`src/sv/rpip_pkg.sv`:
```
package rpip_pkg;

	typedef enum logic [4:0] {
		PH_IDLE   = 5'b00001,
		PH_FIRST  = 5'b00010,
		PH_AFTER0 = 5'b00100,
		PH_LEAD   = 5'b01000,
		PH_DIGITS = 5'b10000
	} phase_t;

	typedef enum logic [1:0] {
		RC_BIN = 2'd0,
		RC_OCT = 2'd1,
		RC_DEC = 2'd2,
		RC_HEX = 2'd3
	} radix_t;

	localparam logic [7:0] CH_NUL   = 8'h00;
	localparam logic [7:0] CH_SPACE = 8'h20;
	localparam logic [7:0] CH_MINUS = 8'h2D;
	localparam logic [7:0] CH_ZERO  = 8'h30;
	localparam logic [7:0] CH_NINE  = 8'h39;
	localparam logic [7:0] CH_UA    = 8'h41;
	localparam logic [7:0] CH_UF    = 8'h46;
	localparam logic [7:0] CH_UX    = 8'h58;
	localparam logic [7:0] CH_LA    = 8'h61;
	localparam logic [7:0] CH_LB    = 8'h62;
	localparam logic [7:0] CH_LF    = 8'h66;
	localparam logic [7:0] CH_LX    = 8'h78;

	localparam logic [31:0] SIGNED_MAG_MAX = 32'h8000_0000;

	typedef struct packed {
		phase_t      phase;
		radix_t      radix;
		logic [31:0] acc;
		logic        neg;
		logic        sgn;
	} parse_state_t;

	typedef struct packed {
		logic        emit;
		logic [31:0] value;
		logic        parse_error;
		radix_t      radix_code;
	} parse_result_t;

endpackage

```
`src/sv/rpip_step.sv`:
```
module rpip_step (
	input  logic [7:0]            char_code,
	input  logic                  token_start,
	input  logic                  mode,
	input  rpip_pkg::parse_state_t cur,
	output rpip_pkg::parse_state_t nxt,
	output rpip_pkg::parse_result_t res
);
	import rpip_pkg::*;

	// {valid, digit value}
	function automatic logic [4:0] digit_decode(input logic [7:0] c, input radix_t rad);
		logic [7:0] diff;
		logic       ok;
		logic [3:0] d;
		begin
			diff = c - CH_ZERO;
			ok   = 1'b0;
			d    = 4'd0;
			if (c >= CH_ZERO && c <= CH_NINE) begin
				d = diff[3:0];
				case (rad)
					RC_BIN:  ok = (d < 4'd2);
					RC_OCT:  ok = (d < 4'd8);
					default: ok = 1'b1;
				endcase
			end else if (rad == RC_HEX && c >= CH_UA && c <= CH_UF) begin
				diff = c - CH_UA;
				d    = diff[3:0] + 4'd10;
				ok   = 1'b1;
			end else if (rad == RC_HEX && c >= CH_LA && c <= CH_LF) begin
				diff = c - CH_LA;
				d    = diff[3:0] + 4'd10;
				ok   = 1'b1;
			end
			return {ok, d};
		end
	endfunction

	phase_t      eff;
	logic        done;
	logic        bad;
	logic        fin;
	logic        ovf;
	logic [4:0]  dig;
	logic [31:0] scaled;

	always_comb begin
		nxt    = cur;
		res    = '0;
		eff    = cur.phase;
		done   = 1'b0;
		bad    = 1'b0;
		fin    = 1'b0;
		ovf    = 1'b0;
		dig    = '0;
		scaled = '0;

		if (token_start) begin
			nxt.sgn   = mode;
			nxt.neg   = 1'b0;
			nxt.acc   = '0;
			nxt.radix = RC_BIN;
			nxt.phase = PH_FIRST;
			eff       = PH_FIRST;
			if (mode && char_code == CH_MINUS) begin
				nxt.neg = 1'b1;
				done    = 1'b1;
			end
		end else if (cur.phase == PH_IDLE) begin
			done = 1'b1;
		end

		// prefix detection
		if (!done) begin
			unique case (eff)
				PH_FIRST: begin
					if (char_code == CH_ZERO) begin
						nxt.phase = PH_AFTER0;
						done      = 1'b1;
					end else begin
						nxt.radix = RC_DEC;
						eff       = PH_LEAD;
					end
				end
				PH_AFTER0: begin
					if (char_code == CH_LX || char_code == CH_UX) begin
						nxt.radix = RC_HEX;
						nxt.phase = PH_LEAD;
						done      = 1'b1;
					end else if (char_code == CH_LB) begin
						nxt.radix = RC_BIN;
						nxt.phase = PH_LEAD;
						done      = 1'b1;
					end else begin
						nxt.radix = RC_OCT;
						eff       = PH_LEAD;
					end
				end
				default: ;
			endcase
		end

		if (!done) begin
			if (eff == PH_LEAD) begin
				bad = (char_code == CH_NUL || char_code == CH_ZERO);
			end else begin
				fin = (char_code == CH_NUL || char_code == CH_SPACE);
			end
			dig = digit_decode(char_code, nxt.radix);
			case (nxt.radix)
				RC_BIN:  scaled = {nxt.acc[30:0], 1'b0};
				RC_OCT:  scaled = {nxt.acc[28:0], 3'b000};
				RC_DEC:  scaled = {nxt.acc[28:0], 3'b000} + {nxt.acc[30:0], 1'b0};
				default: scaled = {nxt.acc[27:0], 4'b0000};
			endcase
			if (!bad && !fin) begin
				if (!dig[4]) begin
					bad = 1'b1;
				end else begin
					nxt.acc   = scaled + {28'd0, dig[3:0]};
					nxt.phase = PH_DIGITS;
				end
			end
		end

		ovf = nxt.sgn && (nxt.acc > SIGNED_MAG_MAX);
		if (bad || fin) begin
			res.emit        = 1'b1;
			res.radix_code  = nxt.radix;
			res.parse_error = bad || ovf;
			if (bad || ovf) begin
				res.value = '0;
			end else if (nxt.sgn && nxt.neg) begin
				res.value = 32'd0 - nxt.acc;
			end else begin
				res.value = nxt.acc;
			end
			nxt.phase = PH_IDLE;
		end
	end

endmodule

```
`src/sv/radix_prefixed_integer_parser_unit.sv`:
```
// Radix-prefixed integer parser.
// Input stream: one ASCII character per transfer on s_axis. tuser[0] marks the
// first character of a token and tuser[1] selects signed mode for that token.
// A token may open with '-' (signed mode), then "0x"/"0X" for hex, "0b" for
// binary, '0' for octal, else decimal; NUL or space ends it.
// Output stream: one transfer per finished or failed token on m_axis, carrying
// the 32-bit value (0 on error), the error flag and the detected radix.
// Characters outside a token, and an unfinished token cut short by a new
// token start, produce no transfer.
// An accepted character is first held in the input register; its result, if
// it ends a token, is then written to the output register.
// Throughput: one character per cycle when not stalled; each character costs
// a multiply-by-radix (shifts, one add if decimal) and an add in step logic.
// Stall: while m_axis_tready is low and a result is pending, the input
// register holds one character and then s_axis_tready drops.
// Reset: clears the token state to idle and empties both registers.
module radix_prefixed_integer_parser_unit (
	input  logic        clk,
	input  logic        arst_n,
	input  logic        s_axis_tvalid,
	output logic        s_axis_tready,
	input  logic [7:0]  s_axis_tdata,  // [7:0] char_code
	input  logic [1:0]  s_axis_tuser,  // [0] token_start, [1] mode
	output logic        m_axis_tvalid,
	input  logic        m_axis_tready,
	output logic [31:0] m_axis_tdata,  // [31:0] value
	output logic [2:0]  m_axis_tuser   // [0] parse_error, [2:1] radix_code
);
	import rpip_pkg::*;

	logic          valid_s1;
	logic [7:0]    char_s1;
	logic          start_s1;
	logic          mode_s1;
	parse_state_t  st_q;
	parse_state_t  st_nxt;
	parse_result_t step_res;
	logic          out_valid_q;
	logic [31:0]   out_value_q;
	logic          out_err_q;
	radix_t        out_radix_q;
	logic          out_free;
	logic          fire;

	assign out_free      = !out_valid_q || m_axis_tready;
	assign fire          = valid_s1 && out_free;
	assign s_axis_tready = !valid_s1 || fire;

	always_ff @(posedge clk or negedge arst_n) begin
		if (!arst_n) begin
			valid_s1 <= 1'b0;
		end else if (s_axis_tready) begin
			valid_s1 <= s_axis_tvalid;
		end
	end

	always_ff @(posedge clk) begin
		if (s_axis_tready && s_axis_tvalid) begin
			char_s1  <= s_axis_tdata;
			start_s1 <= s_axis_tuser[0];
			mode_s1  <= s_axis_tuser[1];
		end
	end

	rpip_step u_step (
		.char_code   (char_s1),
		.token_start (start_s1),
		.mode        (mode_s1),
		.cur         (st_q),
		.nxt         (st_nxt),
		.res         (step_res)
	);

	always_ff @(posedge clk or negedge arst_n) begin
		if (!arst_n) begin
			st_q <= '{phase: PH_IDLE, radix: RC_BIN, acc: '0, neg: 1'b0, sgn: 1'b0};
		end else if (fire) begin
			st_q <= st_nxt;
		end
	end

	always_ff @(posedge clk or negedge arst_n) begin
		if (!arst_n) begin
			out_valid_q <= 1'b0;
		end else if (fire && step_res.emit) begin
			out_valid_q <= 1'b1;
		end else if (m_axis_tready) begin
			out_valid_q <= 1'b0;
		end
	end

	always_ff @(posedge clk) begin
		if (fire && step_res.emit) begin
			out_value_q <= step_res.value;
			out_err_q   <= step_res.parse_error;
			out_radix_q <= step_res.radix_code;
		end
	end

	assign m_axis_tvalid = out_valid_q;
	assign m_axis_tdata  = out_value_q;
	assign m_axis_tuser  = {out_radix_q, out_err_q};

	a_err_zero : assert property (@(posedge clk) disable iff (!arst_n)
		m_axis_tvalid && m_axis_tuser[0] |-> m_axis_tdata == 32'd0)
		else $error("error result carries a nonzero value");

	a_emit_idle : assert property (@(posedge clk) disable iff (!arst_n)
		fire && step_res.emit |=> st_q.phase == PH_IDLE)
		else $error("token state not idle after a result");

	a_start_mode : assert property (@(posedge clk) disable iff (!arst_n)
		fire && start_s1 |=> st_q.sgn == $past(mode_s1))
		else $error("token start did not latch the mode");

	a_out_load : assert property (@(posedge clk) disable iff (!arst_n)
		$rose(out_valid_q) |-> $past(fire))
		else $error("result register loaded without a step");

endmodule
```
`config.mk`:
```
export PLATFORM = sky130hd
export DESIGN_NAME = radix_prefixed_integer_parser_unit
export DESIGN_NICKNAME = d
export VERILOG_FILES = /design/src/sv/rpip_pkg.sv /design/src/sv/rpip_step.sv /design/src/sv/radix_prefixed_integer_parser_unit.sv
export SDC_FILE = /design/constraint.sdc
export NUM_CORES = 1
export LEC_CHECK = 0
export ABC_CLOCK_PERIOD_IN_PS = 12200
export BUFFER_PORTS_ARGS = -buffer_cell sky130_fd_sc_hd__buf_2
export CAP_MARGIN = 20
export CORE_MARGIN = 1.5
export CORE_UTILIZATION = 55
export CTS_BUF_LIST = sky130_fd_sc_hd__clkbuf_16
export DETAILED_ROUTE_END_ITERATION = 16
export PLACE_DENSITY = 0.73
export RECOVER_POWER = 50
export SYNTH_ARGS = -nofsm -noshare
export SYNTH_HDL_FRONTEND = slang
export SYNTH_SLANG_ARGS = --single-unit
```
`constraint.sdc`:
```
create_clock -name clk -period 12.2 [get_ports clk]
set_clock_uncertainty 0.15 [all_clocks]
set_input_delay 2.44 -clock clk [delete_from_list [all_inputs] [get_ports clk]]
set_output_delay 2.44 -clock clk [all_outputs]
set_load 0.02 [all_outputs]
```
==> results of run 1 <==
-- layer usage --
| metal | share of wire [%] | wire, microns |
|---|---|---|
| met1 | 44 | 12900 |
| met3 | 7.9 | 2340 |
| met2 | 45 | 13200 |
| met5 | 0 | 0 |
| met4 | 3.7 | 1100 |
-- worst max path at each step --
stage | from | to | slack, ps | cells after the start
floorplan | char_s1[0] | m_axis_tdata[14] | 5580 | 25
global placement | char_s1[0] | m_axis_tdata[1] | 4810 | 26
detailed placement | char_s1[0] | m_axis_tdata[1] | 4600 | 26
CTS | char_s1[0] | m_axis_tdata[1] | 4540 | 26
global route | char_s1[0] | m_axis_tdata[1] | 3860 | 26
finish | char_s1[0] | m_axis_tdata[1] | 4460 | 26
-- through the flow --
stage | cell area, sq um | worst slack, ps | cells | total power, mW
global route | 9850 | 3860 | 1434 | 1.08
floorplan | 9320 | 5580 | 1218 | 0.633
global placement | 9590 | 4810 | 1418 | 0.728
finish | 9850 | 4460 | 1434 | 1.04
CTS | 9910 | 4540 | 1434 | 1.04
detailed placement | 9590 | 4600 | 1418 | 0.731
-- tightest hold or removal path: cells and delay by family, from the launching register on --
family / cells / cell delay, ps
AND/OR/NAND/NOR: 2 / 100
flip-flops: 1 / 340
-- logic make-up after synthesis --
kind of cell | synth area share, %
simple gates | 29.0
compound gates | 27.0
buf+inv | 5.49
flops | 26.1
xor+xnor | 6.67
fa+ha+maj | 3.44
mux | 2.34
-- power by group --
group	leakage [nW]	switching (mW)	internal [mW]
clock network	0.160	0.128	0.182
registers	1.03	0.0262	0.355
logic	2.47	0.248	0.0983
-- flip-flops by register name (all words and copies together) (netlist names) --
name	flops
st_q	41
m_axis_tvalid	1
char_s1	8
mode_s1	1
out_radix_q	2
start_s1	1
out_err_q	1
valid_s1	1
m_axis_tdata	32
-- cell usage in the layout (no fill, tap or decap), types with 10 or more instances in the layout --
cell / n
and2_1: 10
and3_1: 14
nand3_1: 31
nor2_2: 12
o21ai_0: 84
a21o_1: 19
xor2_1: 29
inv_1: 30
xnor2_1: 42
clkbuf_1: 39
nor4_1: 13
mux2i_1: 15
a31oi_1: 29
o211ai_1: 21
a21oi_1: 82
nand4_1: 13
a211oi_1: 18
o31ai_1: 15
dfrtp_1: 42
nand3b_1: 12
or3_1: 10
nor3_1: 33
nor2b_1: 23
nand2_1: 172
nand2b_1: 15
buf_4: 13
edfxtp_1: 45
nor2_1: 106
ha_1: 24
buf_2: 14
-- area by class of cell --
class                           instances  area (sq um)  share of cell area [%]
Multi-Input combinational cell       1013          6390                    64.9
Timing Repair Buffer                   66           314                    3.19
Sequential cell                        88          2430                    24.6
Inverter                               31           116                    1.18
Tap cell                              220           275                    2.79
Clock inverter                          7           101                    1.03
Clock buffer                            9           225                    2.29
==> flow_summary.ini, run 1 <==
[yosys]
yosysWarnings = 0
ys_types = 98
yosys-top-cells-count = 172 x nand2_1, 108 x nor2_1, 84 x o21ai_0
synth_top_area_share_pct = 14.5
synth-edff-count = 45
synth_ff_type = edfxtp_1
netlist_top_cells_area = edfxtp_1 14%, dfrtp_1 11%, nand2_1 6.9%
synth_nets = 1257
ys_seq_elements = 88
syn-cell-area_sq_um = 9320
yosysMostFrequentCell = nand2_1
yosysSeqAreaShare_pct = 26.1
avgSynthCellArea_sq_um = 7.65
synth_cells = 1218
synth-async-reset-ratio_pct = 48.9
synth_top_cell_by_area = edfxtp_1

[die]
rows = 47
core_sq_um = 16600
dieArea_sq_um = 17700
die_w_microns = 133
dieHeight_microns = 133
start_util_pct = 56.2
ios = 51

[global_route]
antenna_found_initial = 0
grt_util_met1_pct = 47.4
grt_max_degree = 70
grt_pass1_wl_microns = 47400
grt.busiest_layer = met2
grt_pass1_vias = 8764
use_met3_pct = 3.81
met2_usage_pct = 52.1
grt_use_total_pct = 33.7
grt_overflow = 0

[clock_tree]
cts.sink_count = 88
cts_tree = built
cts_resized = 0
clock_latency_ps = 350
clockBufferDepth = 2
ctsHoldBuffers = 0
numCtsBuffers = 9
cts_setup_buffers = 0
clk_pin_slew_ps = 70
clock-root-buffer = clkbuf_16
h-tree-depth = 3

[drt]
postRouteAntennaNets = 0
wl_per_cell_microns = 20.6
drtIter0Drc = 1082
drc = 0
avgViaCountPerCell = 6.68
drt_wl_total_microns = 29600
firstDrtPassIters = 7
num_vias = 9581

[critical_path]
timing.reg2reg.setup_slack_ps = 4460
cp-end-kind = flip-flop
critPathKind = flip-flop to flip-flop
worst-endpoint-arrival_ps = 7750
crit_path_start_kind = flip-flop
r2r_cells = 26
crit_family = simple AND/OR/NAND/NOR gates
crit_path_frequent_cell = or3_1
worst_ep_required_time_ps = 12200
r2r-start = char_s1[0]
cp_num_buf_inv = 2
r2r_end = m_axis_tdata[1]
crit_fanout = 32
slowest_delay_ps = 510
slowest_stage = nand4_4

[sta]
whs_ps = 321
min_period_over_period_pct = 63.5
slew-limit-headroom_pct = -78.4
tightest_slew_ps = 2680
fmax_mhz = 129
fin_crit_ps = 7740
finalHoldViolations = 0
fin_tns_setup_ps = 0
setup_viol = 0
drv_slew = 100
rsz0062_at_grt = false

[final_layout]
layout-drive-gt1-share_pct = 8.48
n_fill_cell = 1587
area_growth_syn_to_layout_pct = 5.69
n_antenna_cell = 0
postLayoutCoreUtil_pct = 59.4
fin_nets = 1248

[power]
peakVddDrop_mv = 0.145
static-leakage-power_nw = 3.66
powerDensity_nw_per_um2 = 105

[placed_design]
portBuffers = 50
hpwlAfterDp_microns = 20700
gp_congestion = 0.930

[flow_run]
cap_violations = 2

[hold_path]
hold_depth = 2
min_to = st_q[25]
worstHoldStart = st_q[25]
worstHoldPathType = flip-flop to flip-flop

[status]
outcome = finished, violations left
violations = max-capacitance violations, max-slew violations
Power figures use the tool's default switching activity.
==> run 2: changes to the inputs <==
Settings changed: ABC_CLOCK_PERIOD_IN_PS 12200 to 6900, PLACE_DENSITY 0.73 to 0.76.
Clock period 12.2 ns to 6.9 ns, I/O delays scaled along.
==> run 2 against run 1 <==
The flow still finishes with violations (max-capacitance violations, max-slew violations). Non-clock buffer count increased by 46. Maximum frequency is 16% higher. Global-route usage is 0.21 points lower. Critical endpoint is now m_axis_tdata[0]. Highest routed layer unchanged.
==> flow_summary.ini, run 2 (synthesis gave the netlist of run 1 again) <==
[status]
outcome = finished, violations left
violations = max-capacitance violations, max-slew violations

[critical_path]
slowest_stage = or4_4
timing.reg2reg.setup_slack_ps = 230
r2r_cells = 26
worst_ep_required_time_ps = 6950
critPathKind = flip-flop to flip-flop
r2r_end = m_axis_tdata[0]
r2r-start = char_s1[1]
slowest_delay_ps = 520
worst-endpoint-arrival_ps = 6720
cp-end-kind = flip-flop
crit_family = simple AND/OR/NAND/NOR gates
cp_num_buf_inv = 3
crit_fanout = 7
crit_path_start_kind = flip-flop

[power]
peakVddDrop_mv = 0.228
pwr-share-clk_pct = 28.0
p_int_mw = 1.12
p_sw_uw = 740
pwr-share-comb_pct = 35.9
p_sw_share_pct = 39.7
powerDensity_nw_per_um2 = 180
fin_total_pwr_mw = 1.86
power.share.sequential_pct = 36.1
static-leakage-power_nw = 3.95

[hold_path]
worstHoldStart = st_q[31]
min_to = st_q[31]
hold_depth = 2
worstHoldPathType = flip-flop to flip-flop

[placed_design]
dpl_worst_slack_ps = -13.8
gp_congestion = 0.957
portBuffers = 50
place_inst = 1451
hpwlAfterDp_microns = 21500

[sta]
drv_slew = 122
finalHoldViolations = 0
slew-limit-headroom_pct = -88.8
min_period_over_period_pct = 96.6
fmax_mhz = 150
tightest_slew_ps = 2830
fin_crit_ps = 6670
whs_ps = 324
setup_viol = 0
fin_ws_ps = 234

[drt]
firstDrtPassIters = 5
drc = 0
drt_wl_total_microns = 30500
wl_met2_microns = 14100
postRouteAntennaNets = 0
dr_wl_met3_microns = 2590
num_vias = 9873
avgViaCountPerCell = 6.67
met1_length_microns = 12500
drtIter0Drc = 1022
highest_layer = met4
wl_per_cell_microns = 20.6

[clock_tree]
clockBufferDepth = 2
numCtsBuffers = 9
clock_latency_ps = 350
cts.sink_count = 88
clk_pin_slew_ps = 70
clock-root-buffer = clkbuf_16
h-tree-depth = 3
cts_tree = built

[die]
rows = 47
dieHeight_microns = 133
ios = 51
start_util_pct = 56.2
die_w_microns = 133
dieArea_sq_um = 17700
core_sq_um = 16600

[final_layout]
finalNonFillerCells = 1480
fin_nets = 1294
layout_common_cells = 172 x nand2_1, 105 x nor2_1, 82 x o21ai_0
largest_register_ffs = 41
n_antenna_cell = 0
area_growth_syn_to_layout_pct = 11.3
final_common_cell = nand2_1
layout-drive-gt1-share_pct = 13.4
largest-register = st_q

[flow_run]
cap_violations = 3

[global_route]
grt_pass1_wl_microns = 47500
antenna_found_initial = 0
grt_use_total_pct = 33.4
grt_pass1_vias = 9054
grt_overflow = 0
grt_max_degree = 57
[run 2: worst min-delay path: stages, from the launching register on]
cell and delay [ps]:
dfrtp_1 340, nand2_1 50, nand2_1 50
[run 2: how the worst max path moves through the flow]
| stage | to | start | cells after the start | slack [ps] |
|---|---|---|---|---|
| after floorplan | m_axis_tdata[14] | char_s1[0] | 25 | 280 |
| after global placement | m_axis_tdata[8] | char_s1[0] | 27 | 180 |
| after detailed placement | m_axis_tdata[13] | char_s1[0] | 27 | -10 |
| after CTS | m_axis_tdata[13] | char_s1[0] | 27 | 60 |
| after global routing | m_axis_tdata[29] | char_s1[1] | 26 | -110 |
| final | m_axis_tdata[0] | char_s1[1] | 26 | 230 |
[run 2: final cells by class]
type	instances	area (sq um)
clock buffer	9	225
clock inverter	7	78.8
fill	1491	6200
inverter	31	116
multi-input combinational	1013	6540
sequential	88	2430
tap	220	275
timing repair buffer	112	714
[run 2: per-layer routing]
layer	global-route usage, %	up-vias
met5	0	-
met4	15.0	0
met3	4.98	94
met2	54.3	523
met1	44.4	4682
li1	-	4574
[run 2: what timing repair did]
action	CTS	global route
hold buffers	0	0
pin swaps	3	11
cloned	0	3
buffers inserted	1	8
resized for setup	2	27
endpoints found under the setup margin	28	33
[run 2: per-stage QoR]
stage	setup TNS (ps)	utilization (%)	cell area, sq um
floorplan	0	-	9320
global placement	0	59.4	9850
detailed placement	-14.6	59.4	9850
CTS	0	61.3	10200
global route	-2430	62.6	10400
finish	0	62.6	10400
[run 2: power groups by stage]
stage          registers, mW  logic, mW  clock network [mW]
2_1_floorplan          0.712      0.406                   0
4_1_cts                0.670      0.637               0.519
6_report               0.673      0.668               0.522
5_1_grt                0.678      0.714               0.543
3_3_place_gp           0.679      0.627                   0
3_5_place_dp           0.680      0.633                   0
==> run 3: changes to the inputs <==
Settings changed: CORE_UTILIZATION 55 to 49, MAX_ROUTING_LAYER set to met4, PLACE_DENSITY 0.76 to 0.69.
==> run 3 against run 2 <==
The run still ends with max-capacitance violations, max-slew violations left. Flip-flop and latch count unchanged. Via count shrank 1.4%. Register-to-register slack gained 130 ps. Maximum frequency increased by 1.9%. Worst hold slack lost 8.3 ps. Count of clock-buffer cells in the layout did not move. Worst setup slack improved by 130 ps. Sequential power is 0.9% lower. Power is 0.53% lower. Combinational power decreased by 0.9%. Clock power barely moved. Final cell count is 0.54% higher. Critical path type unchanged. Largest power group unchanged.
==> flow_summary.ini, run 3 (synthesis gave the netlist of run 1 again) <==
[clock_tree]
numCtsBuffers = 9
cts_tree = built
ctsHoldBuffers = 0
h-tree-depth = 3
cts.sink_count = 88
clock_latency_ps = 360
clock-root-buffer = clkbuf_16
clockBufferDepth = 2
clk_pin_slew_ps = 70

[critical_path]
r2r_cells = 21
slowest_delay_ps = 560
r2r-start = start_s1
cp-end-kind = flip-flop
timing.reg2reg.setup_slack_ps = 360
crit_family = simple AND/OR/NAND/NOR gates
crit_path_frequent_cell = buf_4
cp_num_buf_inv = 4
crit_fanout = 39
worst_ep_required_time_ps = 6960
crit_path_start_kind = flip-flop
r2r_end = m_axis_tdata[28]
crit_chain = buf_4 > buf_4 > nor2_1 > ha_1 > a21oi_1 > o21ai_0 > a32oi_1 > buf_4 > o211ai_1 > xnor2_1 > a21o_1 > nor3_2 > and4b_1 > nand4_1 > or4_1 > a31oi_2 > nand3_2 > o41ai_4 > nand4_4 > buf_12 > nor2_1
critPathKind = flip-flop to flip-flop
worst-endpoint-arrival_ps = 6590
slowest_stage = or4_1

[placed_design]
hpwlAfterDp_microns = 22500
portBuffers = 50
place_inst = 1470
gp_congestion = 0.957

[global_route]
grt.busiest_layer = met2
antenna_found_initial = 0
met2_usage_pct = 51.6
grt_pass1_vias = 9124
grt_use_total_pct = 32.0
grt_util_met1_pct = 40.2
grt_pass1_wl_microns = 48700
use_met3_pct = 5.03
grt_max_degree = 56
grt_overflow = 0

[power]
pwr-share-comb_pct = 35.7
p_int_mw = 1.12
powerDensity_nw_per_um2 = 181
pwr-share-clk_pct = 28.3
power.share.sequential_pct = 36.0
p_sw_share_pct = 39.6
p_sw_uw = 735
peakVddDrop_mv = 0.329
fin_total_pwr_mw = 1.85
static-leakage-power_nw = 3.88

[die]
ios = 51
die_w_microns = 141
start_util_pct = 49.8
dieArea_sq_um = 19900
dieHeight_microns = 141
core_sq_um = 18700
rows = 50

[drt]
drtIter0Drc = 1043
wl_per_cell_microns = 20.7
drc = 0
avgViaCountPerCell = 6.54
drt_wl_total_microns = 30700
postRouteAntennaNets = 0
firstDrtPassIters = 5
num_vias = 9735

[final_layout]
layout-drive-gt1-share_pct = 12.0
n_antenna_cell = 0
largest-register = st_q
final_common_cell = nand2_1
layout_common_cells = 172 x nand2_1, 105 x nor2_1, 83 x o21ai_0
fin_nets = 1288
postLayoutCoreUtil_pct = 54.7
largest_register_ffs = 41
finalNonFillerCells = 1488
area_growth_syn_to_layout_pct = 9.74

[sta]
rsz0062_at_grt = false
min_period_over_period_pct = 94.8
setup_viol = 0
finalHoldViolations = 0
tightest_slew_ps = 2820
slew-limit-headroom_pct = -88.3
fin_crit_ps = 6540
fin_tns_setup_ps = 0
whs_ps = 316
drv_slew = 100
fmax_mhz = 153

[status]
violations = max-capacitance violations, max-slew violations
outcome = finished, violations left

[hold_path]
worstHoldPathType = flip-flop to flip-flop
min_to = st_q[25]
hold_depth = 2
worstHoldStart = st_q[25]

[flow_run]
cap_violations = 2
[run 3: cell count changes in the layout (fill, tap and decap cells not counted), moves of 2 or more]
cell / change
a211oi_1: +2
a211oi_2: -2
a21oi_1: +2
a21oi_2: -2
buf_4: -4
clkbuf_16: -2
inv_6: +2
o21ai_2: -2
or3_1: +2
or3_4: -2
[run 3: worst max-delay path by stage]
stage	from	end	slack (ps)	cells past startpoint
final	start_s1	m_axis_tdata[28]	360	21
after global routing	char_s1[1]	m_axis_tdata[8]	20	26
after detailed placement	char_s1[0]	m_axis_tdata[28]	-30	27
after floorplan	char_s1[0]	m_axis_tdata[14]	280	25
after global placement	char_s1[0]	m_axis_tdata[8]	160	27
after CTS	char_s1[0]	m_axis_tdata[28]	30	27
[run 3: timing repair]
item,in CTS,in global routing
setup endpoints to repair,15,33
setup buffers,0,2
pin swaps,0,4
gates resized for setup,1,12
[run 3: area by class of cell]
class,count,area (sq um)
Clock buffer,9,225
Clock inverter,7,83.8
Fill cell,1799,8470
Inverter,31,116
Multi-Input combinational cell,1013,6460
Sequential cell,88,2430
Tap cell,234,293
Timing Repair Buffer,106,627
[run 3: worst min-delay path, delay by kind of cell (launching register included)]
kind | cells | cell delay (ps)
DFF | 1 | 340
and+or+nand+nor | 2 | 100
[run 3: routing by layer]
metal | wire length, microns | share of wire, % | vias to the layer above
li1 | - | - | 4569
met2 | 14500 | 47 | 454
met3 | 2200 | 7.2 | 99
met1 | 12800 | 42 | 4613
met5 | 0 | 0 | -
met4 | 1280 | 4.2 | 0
[run 3: power by group through the flow]
stage | combinational [mW] | clock (mW) | sequential, mW
6_report | 0.662 | 0.525 | 0.667
5_1_grt | 0.714 | 0.545 | 0.672
4_1_cts | 0.655 | 0.531 | 0.664
3_5_place_dp | 0.652 | 0 | 0.674
3_3_place_gp | 0.646 | 0 | 0.674
2_1_floorplan | 0.406 | 0 | 0.712
[run 3: metrics by stage]
step / instance area, sq um / setup slack, ps
after floorplan: 9320 / 278
after detailed placement: 9900 / -28.1
after global placement: 9900 / 161
final: 10200 / 361
after global routing: 10200 / 22.3
after CTS: 10200 / 34.2
